<file path="src/rtl/ptm_ram.sv">
// generic single-write, single-read ram with registered read data
module ptm_ram #(
  parameter int WIDTH = 32,
  parameter int DEPTH = 64
) (
  input  logic                                    clk_i,
  input  logic                                    we_i,
  input  logic [(DEPTH > 1 ? $clog2(DEPTH) : 1)-1:0] waddr_i,
  input  logic [WIDTH-1:0]                        wdata_i,
  input  logic                                    re_i,
  input  logic [(DEPTH > 1 ? $clog2(DEPTH) : 1)-1:0] raddr_i,
  output logic [WIDTH-1:0]                        rdata_o
);

  logic [WIDTH-1:0] mem_q [DEPTH];

  always_ff @(posedge clk_i) begin
    if (we_i) begin
      mem_q[waddr_i] <= wdata_i;
    end
    if (re_i) begin
      rdata_o <= mem_q[raddr_i];
    end
  end

endmodule

</file>
<file path="config.mk">
export PLATFORM = sky130hd
export DESIGN_NAME = ptm_ram
export DESIGN_NICKNAME = d
export VERILOG_FILES = /design/src/rtl/ptm_ram.sv
export SDC_FILE = /design/constraint.sdc
export NUM_CORES = 2
export LEC_CHECK = 0
export BUFFER_PORTS_ARGS = -buffer_cell sky130_fd_sc_hd__buf_2
export CAP_MARGIN = 20
export CORE_ASPECT_RATIO = 1.5
export CORE_MARGIN = 5
export CORE_UTILIZATION = 50
export CTS_CLUSTER_SIZE = 24
export DETAILED_ROUTE_END_ITERATION = 8
export GPL_TIMING_DRIVEN = 1
export PLACE_DENSITY = 0.75
export SYNTH_ARGS = -nofsm -noshare
export SYNTH_HDL_FRONTEND = slang
export SYNTH_SLANG_ARGS = --single-unit
</file>
<file path="constraint.sdc">
create_clock -name clk_i -period 6.2 [get_ports clk_i]
set_clock_uncertainty 0.15 [all_clocks]
set_input_delay 1.86 -clock clk_i [delete_from_list [all_inputs] [get_ports clk_i]]
set_output_delay 1.86 -clock clk_i [all_outputs]
set_load 0.05 [all_outputs]
</file>
**After elaboration in Yosys (flattened, before gate mapping)**

Memory sizes are Yosys's and may differ from the RTL's. A register that Yosys moved wholly into a read port is not among the register bits.
Index checks and enable logic that the tools add are counted.

- Bits in registers: 0
- Output and inout port bits: 32
- Bits in latches: 0
- Bits in read-only memories: 0
- Memories kept: 1
- Memory bits (writable): 2,048

- $mul: 0
- $add $sub $neg: 0
- Eq/ne operators: 0
- Div/mod/pow operators: 0
- Reduce and logical (&&, ||, !) cells: 0
- Shifts and indexed selects: 0
- Multiplexer cells: 2
- Bitwise gates (word level): 0
- Order comparisons: 0

Memories:

| name | depth | width | rd ports | clocked after Yosys merged registers in | wr ports | RTL line | source |
|---|---|---|---|---|---|---|---|
| mem_q | 64 | 32 | 1 | 1 | 1 | 15 | `logic [WIDTH-1:0] mem_q [DEPTH];` |

Operators by type and width:

| operator | number |
|---|---|
| $mux W1 | 2 |

**Depth between registers and ports, before layout**

- Depth in word-level cells: 2
- Mapped depth: 10
- Gate-level depth less buffers: 5

**Worst setup path before layout**

Ideal clock, no wire load.

- Path type: in2reg
- From: input waddr_i[3] in the netlist's numbering
- To: memory mem_q[48][0] (enable)
- Stages: 4
- Setup slack: 1,030 ps
- Arrival: 4,559 ps
- Path buffers: 1
- Data required time: 5,589 ps
- Path through: clkbuf_1 > nor2b_1 > nand4b_1 > nor3_1

RTL lines:

| what | RTL line | source |
|---|---|---|
| start: declaration | 8 | `input logic [(DEPTH > 1 ? $clog2(DEPTH) : 1)-1:0] waddr_i,` |
| end: declaration | 15 |  |

Straight into the memory's write port.

==> flow_summary_export.csv <==
group,metric,value,unit
outcome,status,"finished, final reports clean",
timing,hold_violations,0,
synthesis,ys_top_cells_by_area,"edfxtp_1, mux4_2, mux2i_1",
cells_and_area,syn2layout_area_growth,12.39,%
clock_network,cts_made_buffers,172,
synthesis,synth_cells,3324,
timing,whs,0.7292,ns
floorplan,start_util,50.28,%
timing,setup_viol,0,
timing,worst_pin_slew,1.169,ns
pwr,p_total,0.02792,W
cells_and_area,layout_common_cells,"edfxtp_1, mux4_2, clkbuf_16",
worst_setup_path,r2r_end,"rdata_o[8]$_DFFE_PP_",
cells_and_area,drive_above_1_share,30.15,%
floorplan,die_h,496.3,um
routing,drt_pre_antenna_iters,5,
timing,max_freq,213.2,MHz
floorplan,core_area,156800,um2
worst_setup_path,worst-path-max-fanout,90,
job,cap_violations,0,
pwr,peakVddDrop,0.2495,mV
worst_setup_path,path_class,"in2reg",
worst_setup_path,rrSetupSlack,3.42,ns
cells_and_area,final_common_cell,"edfxtp_1",
placement,gp_congestion,0.8806,
routing,antenna_left,0,
clock_network,clk_pin_slew_worst_paths,0.07,ns
min_path,hp-class,"reg2reg",
clock_network,post_cts_resized,0,
synthesis,syn_nets,3371,
synthesis,ys.flop_type,"edfxtp_1",
worst_setup_path,r2r_start,"mem_q[54][8]$_DFFE_PP_",
worst_setup_path,cp-start-kind,"input pin",
pwr,power_density,315.1,nW/um2
routing,wl_per_cell,34.41,um
min_path,hp-start,"mem_q[13][17]$_DFFE_PP_",
timing,final-max-slew-violation-count,0,
clock_network,cts_root_buf,"clkbuf_16",
routing,wl,199600,um
routing,vias,37600,
worst_setup_path,cp.arrival,5.04,ns
worst_setup_path,crit_required,6.55,ns
timing,fin_tns_setup,0,ns
synthesis,async_flop_share,0,%
min_path,min_to,"rdata_o[17]$_DFFE_PP_",
timing,slew_headroom,22.08,%
clock_network,postCtsSetupBuffers,0,
synthesis,synth_edf_count,2080,
floorplan,rows,178,
floorplan,io_pins,79,
timing,post-route-min-period,4.690,ns
synthesis,synth_top_area_share,79.23,%
worst_setup_path,end_kind,"flop",
routing,drc_errors,0,
timing,grt_setup_unrepaired,"no",
clock_network,h-tree-depth,4,
grt,grt_pass1_vias,38080,
clock_network,cts_hold_buf,0,
synthesis,synth_cell_types,33,
routing,via_per_inst,6.482,
grt,grt.total_usage,24.17,%
worst_setup_path,reg2reg_depth,5,
synthesis,synth_top_cell_by_area,"edfxtp_1",
cells_and_area,fin_nets,3629,
floorplan,dieArea,165900,um2
min_path,hold_path_depth,4,
clock_network,cts_max_path_buffers,3,
synthesis,syn-cell-area,78840,um2
placement,dp_hpwl,114000,um
synthesis,synth.ff_latch_count,2080,
floorplan,die_x,334.2,um
synthesis,seq_area_frac_synth,79.23,%
synthesis,synth-warning-count,0,
placement,numPortBuffers,78,
grt,gr-total-overflow,0,
synthesis,synth_area_per_cell,23.72,um2
clock_network,cts.sinks,2080,
cells_and_area,fill_cells,10980,
cells_and_area,fin_util,56.51,%
clock_network,cts_tree,"done",
pwr,cellLeakagePower,27.45,nW
grt,antenna_found_initial,19,
grt,grt_pass1_wl,282700,um
grt,grt_max_degree,91,
timing,fin_crit_sh,75.64,%
clock_network,clk_latency,0.82,ns
routing,drtIter0Drc,5657,
## critical path, stage by stage
cell	delay, ns
buf_8	0.59
buf_12	0.29
buf_4	0.38
mux4_2	0.37
mux4_2	0.51
o22ai_1	0.58
nor2_1	0.26
## report_power, final
group | leakage, nW | switching, W | internal, W
Sequential | 18.7 | 0.0000495 | 0.0156
Clock | 2.68 | 0.00489 | 0.00582
Combinational | 6.03 | 0.00103 | 0.000536
## synth_stat cells (7+ instances only)
cell type and n:
buf_4 25, a21oi_1 62, buf_1 21, mux4_2 544, o22ai_1 84, nor2b_1 15
nand2_1 26, buf_2 57, nand2b_1 8, nor2_1 137, edfxtp_1 2080, a22oi_1 12
clkbuf_1 74, a311oi_1 8, nor3_1 7, o221ai_1 27, mux2i_1 93
## metal layers
metal  share of wire (%)  GRT usage (%)
met1                  34          30.81
met2                  51          40.39
met3                 9.9          4.708
met4                 5.8          11.87
met5               0.042              0
## area by class of cell
| class | count | area [um2] | area share (%) |
|---|---|---|---|
| multi-input cells | 1062 | 15970 | 18.02 |
| diodes | 9 | 22.52 | 0.02542 |
| clock inverters | 118 | 1075 | 1.213 |
| well taps | 2070 | 2590 | 2.923 |
| clock buffers | 196 | 4394 | 4.959 |
| repair buffers | 266 | 2097 | 2.367 |
| flip-flops and latches | 2080 | 62460 | 70.49 |
## kinds of logic (layout without fill, tap and decap cells)
logic type / after synthesis / in the layout / share of synthesized area, %
AND/OR/NAND/NOR: 223 / 223 / 1.260
flip-flops: 2080 / 2080 / 79.23
buffers and inverters: 182 / 580 / 1.124
other: 0 / 9 / 0
multiplexers: 637 / 637 / 16.72
AO/OA/AOI/OAI: 202 / 202 / 1.666
## metrics by stage
| stage | worst slack (ns) | cell area [um2] | cells |
|---|---|---|---|
| 5_1_grt | 1.517 | 88580 | 5793 |
| 2_1_floorplan | 1.030 | 78840 | 3324 |
| 6_report | 1.510 | 88600 | 5801 |
| 3_3_place_gp | 0.8526 | 82990 | 5472 |
| 3_5_place_dp | 0.8446 | 83010 | 5473 |
| 4_1_cts | 1.709 | 88480 | 5787 |
## worst max-delay path by stage
| stage | from | to | slack (ns) | cells after the start |
|---|---|---|---|---|
| final | raddr_i[1] | rdata_o[5]$_DFFE_PP_ | 1.51 | 7 |
| after floorplan | waddr_i[3] | mem_q[48][0]$_DFFE_PP_ | 1.03 | 4 |
| after global placement | raddr_i[1] | rdata_o[31]$_DFFE_PP_ | 0.85 | 7 |
| after CTS | raddr_i[1] | rdata_o[31]$_DFFE_PP_ | 1.71 | 8 |
| after global routing | raddr_i[1] | rdata_o[31]$_DFFE_PP_ | 1.52 | 8 |
| after detailed placement | raddr_i[1] | rdata_o[31]$_DFFE_PP_ | 0.84 | 8 |
## registers in the layout (all words and copies together), names as in the netlist
name / flops
rdata_o: 32
mem_q: 2048
Note: power is estimated with default switching activity, not from simulation.
